$ cat src/hw/rtl/cdu_pkg.sv
// shared types, constants and tables for the civil date to unix seconds pipeline
`timescale 1ns / 1ps
package cdu_pkg;

  localparam int unsigned YEAR_W = 14;
  localparam int unsigned PROD_W = 26;
  localparam int unsigned DAYS_W = 22;
  localparam int unsigned TOD_W  = 17;
  localparam int unsigned TS_W   = 38;

  localparam logic [YEAR_W-1:0] FIRST_YEAR = 14'd1970;
  localparam logic [YEAR_W-1:0] LAST_YEAR  = 14'd9999;

  // ceil(2^19 / 100), also ceil(2^21 / 400)
  localparam logic [PROD_W-1:0] RECIP_100 = 26'd5243;
  localparam int unsigned       SH_100    = 19;
  localparam int unsigned       SH_400    = 21;

  localparam logic [23:0]       DAYS_BIAS   = 24'd719469;
  localparam logic [TS_W-1:0]   SEC_PER_DAY = 38'd86400;
  localparam logic [TOD_W-1:0]  SEC_PER_HR  = 17'd3600;
  localparam logic [TOD_W-1:0]  SEC_PER_MIN = 17'd60;

  localparam logic [3:0] MON_FEB = 4'd2;

  typedef struct packed {
    logic              vld;
    logic              ok;
    logic [YEAR_W-1:0] year;
    logic [YEAR_W-1:0] yadj;
    logic [PROD_W-1:0] py;
    logic [PROD_W-1:0] pya;
    logic [3:0]        month;
    logic [3:0]        mp;
    logic [4:0]        day;
    logic [TOD_W-1:0]  tod;
  } s1_t;

  typedef struct packed {
    logic              vld;
    logic              ok;
    logic [DAYS_W-1:0] days;
    logic [TOD_W-1:0]  tod;
  } s2_t;

  typedef struct packed {
    logic             vld;
    logic             ok;
    logic [TS_W-1:0]  prod;
    logic [TOD_W-1:0] tod;
  } s3_t;

  // days of the month outside a leap february
  function automatic logic [4:0] month_len(input logic [3:0] m);
    logic [4:0] r;
    case (m)
      4'd2:    r = 5'd28;
      4'd4:    r = 5'd30;
      4'd6:    r = 5'd30;
      4'd9:    r = 5'd30;
      4'd11:   r = 5'd30;
      default: r = 5'd31;
    endcase
    return r;
  endfunction

  // days before the month in a year starting in march
  function automatic logic [8:0] mar_days(input logic [3:0] mp);
    logic [8:0] r;
    case (mp)
      4'd0:    r = 9'd0;
      4'd1:    r = 9'd31;
      4'd2:    r = 9'd61;
      4'd3:    r = 9'd92;
      4'd4:    r = 9'd122;
      4'd5:    r = 9'd153;
      4'd6:    r = 9'd184;
      4'd7:    r = 9'd214;
      4'd8:    r = 9'd245;
      4'd9:    r = 9'd275;
      4'd10:   r = 9'd306;
      4'd11:   r = 9'd337;
      default: r = 9'd0;
    endcase
    return r;
  endfunction

endpackage

$ cat src/hw/rtl/cdu_check.sv
// first stage: field range checks, year reciprocal products, time of day
`timescale 1ns / 1ps
module cdu_check import cdu_pkg::*; (
  input  logic              clk,
  input  logic              rst,
  input  logic              in_vld,
  input  logic [YEAR_W-1:0] year,
  input  logic [3:0]        month,
  input  logic [4:0]        day,
  input  logic [4:0]        hour,
  input  logic [5:0]        minute,
  input  logic [5:0]        second,
  output s1_t               s1
);

  s1_t s1_next;
  logic early;

  always_comb begin
    early = (month <= MON_FEB);
    s1_next.vld   = in_vld;
    s1_next.ok    = (year >= FIRST_YEAR) && (year <= LAST_YEAR) && (month != 4'd0) &&
                    (month <= 4'd12) && (day != 5'd0) && (hour <= 5'd23) &&
                    (minute <= 6'd59) && (second <= 6'd59);
    s1_next.year  = year;
    s1_next.yadj  = year - YEAR_W'(early);
    s1_next.py    = PROD_W'(year) * RECIP_100;
    s1_next.pya   = PROD_W'(s1_next.yadj) * RECIP_100;
    s1_next.month = month;
    s1_next.mp    = early ? (month + 4'd9) : (month - 4'd3);
    s1_next.day   = day;
    s1_next.tod   = TOD_W'(hour) * SEC_PER_HR + TOD_W'(minute) * SEC_PER_MIN +
                    TOD_W'(second);
  end

  always_ff @(posedge clk) begin
    if (rst) begin
      s1.vld <= 1'b0;
    end else begin
      s1.vld <= s1_next.vld;
    end
    s1.ok   <= s1_next.ok;
    s1.year <= s1_next.year;
    s1.yadj <= s1_next.yadj;
    s1.py   <= s1_next.py;
    s1.pya  <= s1_next.pya;
    s1.month <= s1_next.month;
    s1.mp   <= s1_next.mp;
    s1.day  <= s1_next.day;
    s1.tod  <= s1_next.tod;
  end

endmodule

$ cat src/hw/rtl/cdu_days.sv
// second stage: leap year and day of month check, day count since epoch
`timescale 1ns / 1ps
module cdu_days import cdu_pkg::*; (
  input  logic clk,
  input  logic rst,
  input  s1_t  s1,
  output s2_t  s2
);

  s2_t s2_next;
  logic [6:0] y100;
  logic [4:0] y400;
  logic [6:0] ya100;
  logic [4:0] ya400;
  logic       leap;
  logic [4:0] mlen;
  logic [23:0] days_full;

  always_comb begin
    y100  = s1.py[SH_100 +: 7];
    y400  = s1.py[SH_400 +: 5];
    ya100 = s1.pya[SH_100 +: 7];
    ya400 = s1.pya[SH_400 +: 5];
    leap  = ((s1.year[1:0] == 2'b00) && (s1.year != YEAR_W'(y100) * 14'd100)) ||
            (s1.year == YEAR_W'(y400) * 14'd400);
    mlen  = ((s1.month == MON_FEB) && leap) ? 5'd29 : month_len(s1.month);
    days_full = 24'(s1.yadj) * 24'd365 + 24'(s1.yadj[YEAR_W-1:2]) - 24'(ya100) +
                24'(ya400) + 24'(mar_days(s1.mp)) + 24'(s1.day) - DAYS_BIAS;
    s2_next.vld  = s1.vld;
    s2_next.ok   = s1.ok && (s1.day <= mlen);
    s2_next.days = days_full[DAYS_W-1:0];
    s2_next.tod  = s1.tod;
  end

  always_ff @(posedge clk) begin
    if (rst) begin
      s2.vld <= 1'b0;
    end else begin
      s2.vld <= s2_next.vld;
    end
    s2.ok   <= s2_next.ok;
    s2.days <= s2_next.days;
    s2.tod  <= s2_next.tod;
  end

endmodule

$ cat src/hw/rtl/cdu_scale.sv
// third and fourth stages: days to seconds product, time of day add, result register
`timescale 1ns / 1ps
module cdu_scale import cdu_pkg::*; (
  input  logic            clk,
  input  logic            rst,
  input  s2_t             s2,
  output logic            done,
  output logic [TS_W-1:0] unix_seconds,
  output logic            stamp_valid
);

  s3_t s3;
  logic [TS_W-1:0] ts_next;

  always_ff @(posedge clk) begin
    if (rst) begin
      s3.vld <= 1'b0;
    end else begin
      s3.vld <= s2.vld;
    end
    s3.ok   <= s2.ok;
    s3.prod <= TS_W'(s2.days) * SEC_PER_DAY;
    s3.tod  <= s2.tod;
  end

  always_comb begin
    ts_next = s3.ok ? (s3.prod + TS_W'(s3.tod)) : '0;
  end

  always_ff @(posedge clk) begin
    if (rst) begin
      done <= 1'b0;
    end else begin
      done <= s3.vld;
    end
    unix_seconds <= ts_next;
    stamp_valid  <= s3.ok;
  end

endmodule

$ cat src/hw/rtl/civil_datetime_to_unix_seconds.sv
// top level: civil date and time to unix seconds, four stage pipeline
// done rises once a request has passed the s1, s2 and s3 registers and then the result register
// throughput: one request per cycle, busy stays low; the depth is set by the day count
// and the days by 86400 product, each with a stage of its own
// reset clears the stage valid bits only; requests in flight are dropped
// results cannot be held off: each is on the ports for exactly one cycle
`timescale 1ns / 1ps
module civil_datetime_to_unix_seconds import cdu_pkg::*; (
  input  logic              clk,
  input  logic              rst,
  input  logic              start,
  output logic              busy,
  input  logic [YEAR_W-1:0] year,
  input  logic [3:0]        month,
  input  logic [4:0]        day,
  input  logic [4:0]        hour,
  input  logic [5:0]        minute,
  input  logic [5:0]        second,
  output logic              done,
  output logic [TS_W-1:0]   unix_seconds,
  output logic              stamp_valid
);

  s1_t s1;
  s2_t s2;

  assign busy = 1'b0;

  cdu_check u_check (
    .clk    (clk),
    .rst    (rst),
    .in_vld (start && !busy),
    .year   (year),
    .month  (month),
    .day    (day),
    .hour   (hour),
    .minute (minute),
    .second (second),
    .s1     (s1)
  );

  cdu_days u_days (
    .clk (clk),
    .rst (rst),
    .s1  (s1),
    .s2  (s2)
  );

  cdu_scale u_scale (
    .clk          (clk),
    .rst          (rst),
    .s2           (s2),
    .done         (done),
    .unix_seconds (unix_seconds),
    .stamp_valid  (stamp_valid)
  );

  a_req_to_done: assert property (@(posedge clk) disable iff (rst)
    (start && !busy) |-> ##4 done)
    else $error("request did not produce a result after four cycles");

  a_done_from_req: assert property (@(posedge clk) disable iff (rst)
    done |-> $past(start, 4))
    else $error("result without a matching request");

  a_invalid_zero: assert property (@(posedge clk) disable iff (rst)
    (done && !stamp_valid) |-> (unix_seconds == '0))
    else $error("invalid result carries a nonzero timestamp");

  a_stage_chain: assert property (@(posedge clk) disable iff (rst)
    s2.vld |-> ##2 done)
    else $error("stage valid lost between day count and output");

endmodule
$ cat config.mk
export PLATFORM = sky130hd
export DESIGN_NAME = civil_datetime_to_unix_seconds
export DESIGN_NICKNAME = d
export VERILOG_FILES = /design/src/hw/rtl/cdu_pkg.sv /design/src/hw/rtl/cdu_check.sv /design/src/hw/rtl/cdu_days.sv /design/src/hw/rtl/cdu_scale.sv /design/src/hw/rtl/civil_datetime_to_unix_seconds.sv
export SDC_FILE = /design/constraint.sdc
export NUM_CORES = 1
export LEC_CHECK = 0
export ABC_AREA = 1
export BUFFER_PORTS_ARGS = -buffer_cell sky130_fd_sc_hd__buf_2
export CORE_UTILIZATION = 60
export DETAILED_ROUTE_END_ITERATION = 6
export GPL_TIMING_DRIVEN = 0
export PLACE_DENSITY = 0.77
export SLEW_MARGIN = 20
export SYNTH_ARGS = -nofsm -noshare
export SYNTH_HDL_FRONTEND = slang
export SYNTH_SLANG_ARGS = --single-unit
$ cat constraint.sdc
create_clock -name clk -period 7.29 [get_ports clk]
set_clock_uncertainty 0.05 [all_clocks]
set_input_delay 1.458 -clock clk [delete_from_list [all_inputs] [get_ports clk]]
set_output_delay 1.458 -clock clk [all_outputs]
set_load 0.02 [all_outputs]
==> impl_results.md <==
- CP top delay family: adder cells
- DRT iter0 DRCs: between 700 and 800
- CTS tree: done
- Met2 WL: between 20000 and 30000 µm
- Via Count: approximately 19k
- Maxcap violations: 0
- RSZ-0062 raised after global routing: no
- Startpoint Class: input pin
- CTS max path bufs: 3
- Post-synth EDFFs: 0
- Routed wl met3: 1940 µm
- Die area: roughly 42000 µm²
- H-tree levels: 1
- Top Metal Used: met5
- DRC: 0
- GRT Total Usage: 26.8%
- Post-CTS Setup Inserts: 0
- Cts bufs inserted: 23
- Fin worst setup slack: a little over 400 ps
- Outcome: completed
- Slowest CP cell: fa_1
- Initial Util: about three fifths
- CP Class: input pin to register
- Core Box Area: around 40000 µm²
- Wire length on met1: around 22000 µm
- Crit end category: register
- Total congestion overflow: 0
- Final WL: between 50000 and 60000 µm
- Fin. Hold Viols: 0
- Mapped Cells: around 2.9k
- IO Pins: 84
- GPL Wtd Cong: between 0.9 and 1
- WL/cell: 15.0 µm
- Die Ht: between 200 and 250 µm
- Final HPWL DP: 47300 µm
- Port-buffer cells: 82
- Main synth FF type: dfxtp_1
- Req. time, crit path: 7670 ps
- Vias/cell: between 5 and 6
- Fmax: 145 MHz
- Yosys cell types: between 40 and 50
- Share of async-settable or async-resettable flops after synthesis: 0%
- Layout cells sized above 1: under 10%
- Worst path bufs/invs: 5
- Min-delay worst type: register to register
- Syn Area/Cell: 8.53 µm²
- Worst slew margin: approximately a third
- Critical Path Max Stage Delay: around 560 ps
- Most frequent CP cell: nand2_1
- Register-to-register path setup slack: ~2000 ps
- First-pass DRT Iterations: 5
- Clk_lat worst skew: around 540 ps
- Post-Syn Nets: about 3.7k
- Pre-CTS WS: -440 ps
- Die Wd: 206 µm
- Initial antenna violation count: 3
- Clk sink count: 210
- Peak fanout along the critical path: 6
- Syn-to-layout area delta: 7.85%
- First-pass GRT wire length: a little over 90000 µm
- WP data arrival: roughly 7300 ps
- Max Slew Vio Count: 0
- Vias in the first global route: 19.9k
- ANT nets after route: 0
- Final worst-path cycle share: between 90% and 100%
- Seq/Total Area, Yosys: 16.9%
- Mapped Area: about 25000 µm²
- Setup-failing EPs final: 0
- Nets@finish: approximately 3.8k
- Reg clk slew, reported paths: ~60 ps
- Synth Register Bits: 210
- Synth warn: 0
- Worst-Margin Slew: 1020 ps
- # rows: 74
- Clk root buf: clkbuf_16
- Largest net degree at the start of global routing: 17
- Post-route minimum period: approximately 7000 ps
what timing repair did:
| action | 4_1_cts | 5_1_grt |
|---|---|---|
| hold buffers | 0 | 0 |
| resized for setup | 0 | 9 |
| setup endpoints to repair | 0 | 7 |
per-stage QoR:
stage | std cells | util, % | instance area, µm² | setup TNS, ps | hold WS (ps)
after floorplan | 2912 | - | 24900 | 0 | 260
after global placement | 3526 | 63.5 | 25900 | -1320 | 261
after detailed placement | 3526 | 63.5 | 25900 | -1900 | 262
after CTS | 3568 | 65.5 | 26700 | 0 | 277
after global routing | 3568 | 65.6 | 26800 | 0 | 279
final | 3570 | 65.6 | 26800 | 0 | 276
final cells by class:
class | count | area [µm²]
diodes | 2 | 5.00
plain buffers | 5 | 23.8
clock buffers | 26 | 607
clock inverters | 16 | 196
fillers | 3352 | 14000
inverters | 749 | 2810
multi-input cells | 1948 | 17900
flip-flops and latches | 210 | 4200
well taps | 532 | 666
repair buffers | 82 | 410
metal layers:
| metal | track usage, % | vias to the layer above |
|---|---|---|
| met5 | 0 | - |
| met4 | 8.97 | 4 |
| met3 | 2.98 | 116 |
| met2 | 51.9 | 365 |
| met1 | 30.0 | 8875 |
| li1 | - | 9299 |
logic make-up (layout without fill, tap and decap cells):
logic type | Yosys count | after routing | share of synthesized area, %
flops | 210 | 210 | 16.9
fa+ha+maj | 786 | 786 | 47.9
simple gates | 740 | 740 | 12.6
buf+inv | 754 | 878 | 11.4
other cells | 1 | 3 | 0.0151
compound gates | 304 | 304 | 6.97
xor+xnor | 117 | 117 | 4.20
Yosys cell counts, types with 3 or more instances:
| library cell | n | area (µm²) |
|---|---|---|
| a21boi_0 | 3 | 22.5 |
| a21o_1 | 15 | 113 |
| a21oi_1 | 142 | 711 |
| a21oi_2 | 4 | 35.0 |
| a31oi_1 | 16 | 100 |
| clkbuf_1 | 3 | 11.3 |
| dfxtp_1 | 210 | 4200 |
| fa_1 | 276 | 5530 |
| ha_1 | 510 | 6380 |
| inv_1 | 746 | 2800 |
| nand2_1 | 396 | 1490 |
| nand3_1 | 94 | 470 |
| nand3b_1 | 8 | 60.1 |
| nand4_1 | 33 | 206 |
| nor2_1 | 150 | 563 |
| nor2_2 | 4 | 25.0 |
| nor3_1 | 33 | 165 |
| nor4_1 | 7 | 43.8 |
| o211ai_1 | 7 | 52.6 |
| o21a_1 | 10 | 75.1 |
| o21ai_0 | 75 | 375 |
| o21ai_1 | 6 | 30.0 |
| o21ai_2 | 4 | 35.0 |
| o21bai_1 | 12 | 90.1 |
| or2_0 | 3 | 18.8 |
| xnor2_1 | 40 | 350 |
| xor2_1 | 76 | 666 |
flip-flops by register name, summed over array words and instances (netlist names), named ones only:
signal / count
u_scale.stamp_valid: 1
u_days.s2: 41
u_scale.s3: 50
u_scale.unix_seconds: 38
u_scale.done: 1
u_check.s1: 70
worst paths after layout:
path | startpoint | endpoint | depth (start not counted)
worst max-delay path | month[3] | u_check.s1[54]$_DFF_P_ | 27
worst min-delay path | u_days.s2[6]$_DFF_P_ | u_scale.s3[6]$_DFF_P_ | 0
worst max register to register | u_check.s1[86]$_DFF_P_ | u_days.s2[35]$_DFF_P_ | 19
worst min register to register | u_days.s2[6]$_DFF_P_ | u_scale.s3[6]$_DFF_P_ | 0
cells in the final DEF (no fill, tap or decap), drive strengths merged, types with 2 or more instances in the layout:
| master | netlist | routed |
|---|---|---|
| a211oi | 2 | 2 |
| a21boi | 5 | 5 |
| a21o | 15 | 15 |
| a21oi | 146 | 146 |
| a31oi | 16 | 16 |
| buf | 2 | 84 |
| bufinv | 0 | 2 |
| clkbuf | 3 | 29 |
| clkinv | 1 | 6 |
| dfxtp | 210 | 210 |
| diode | 0 | 2 |
| fa | 276 | 276 |
| ha | 510 | 510 |
| inv | 748 | 756 |
| nand2 | 398 | 398 |
| nand3 | 95 | 95 |
| nand3b | 8 | 8 |
| nand4 | 33 | 33 |
| nor2 | 154 | 154 |
| nor3 | 33 | 33 |
| nor3b | 2 | 2 |
| nor4 | 7 | 7 |
| o211ai | 8 | 8 |
| o21a | 10 | 10 |
| o21ai | 85 | 85 |
| o21bai | 12 | 12 |
| o31ai | 2 | 2 |
| or2 | 8 | 8 |
| xnor2 | 40 | 40 |
| xor2 | 77 | 77 |
Power is left out: the tool's default activity adds up to more than one toggle a clock period on the data nets, which glitch-free logic cannot reach.
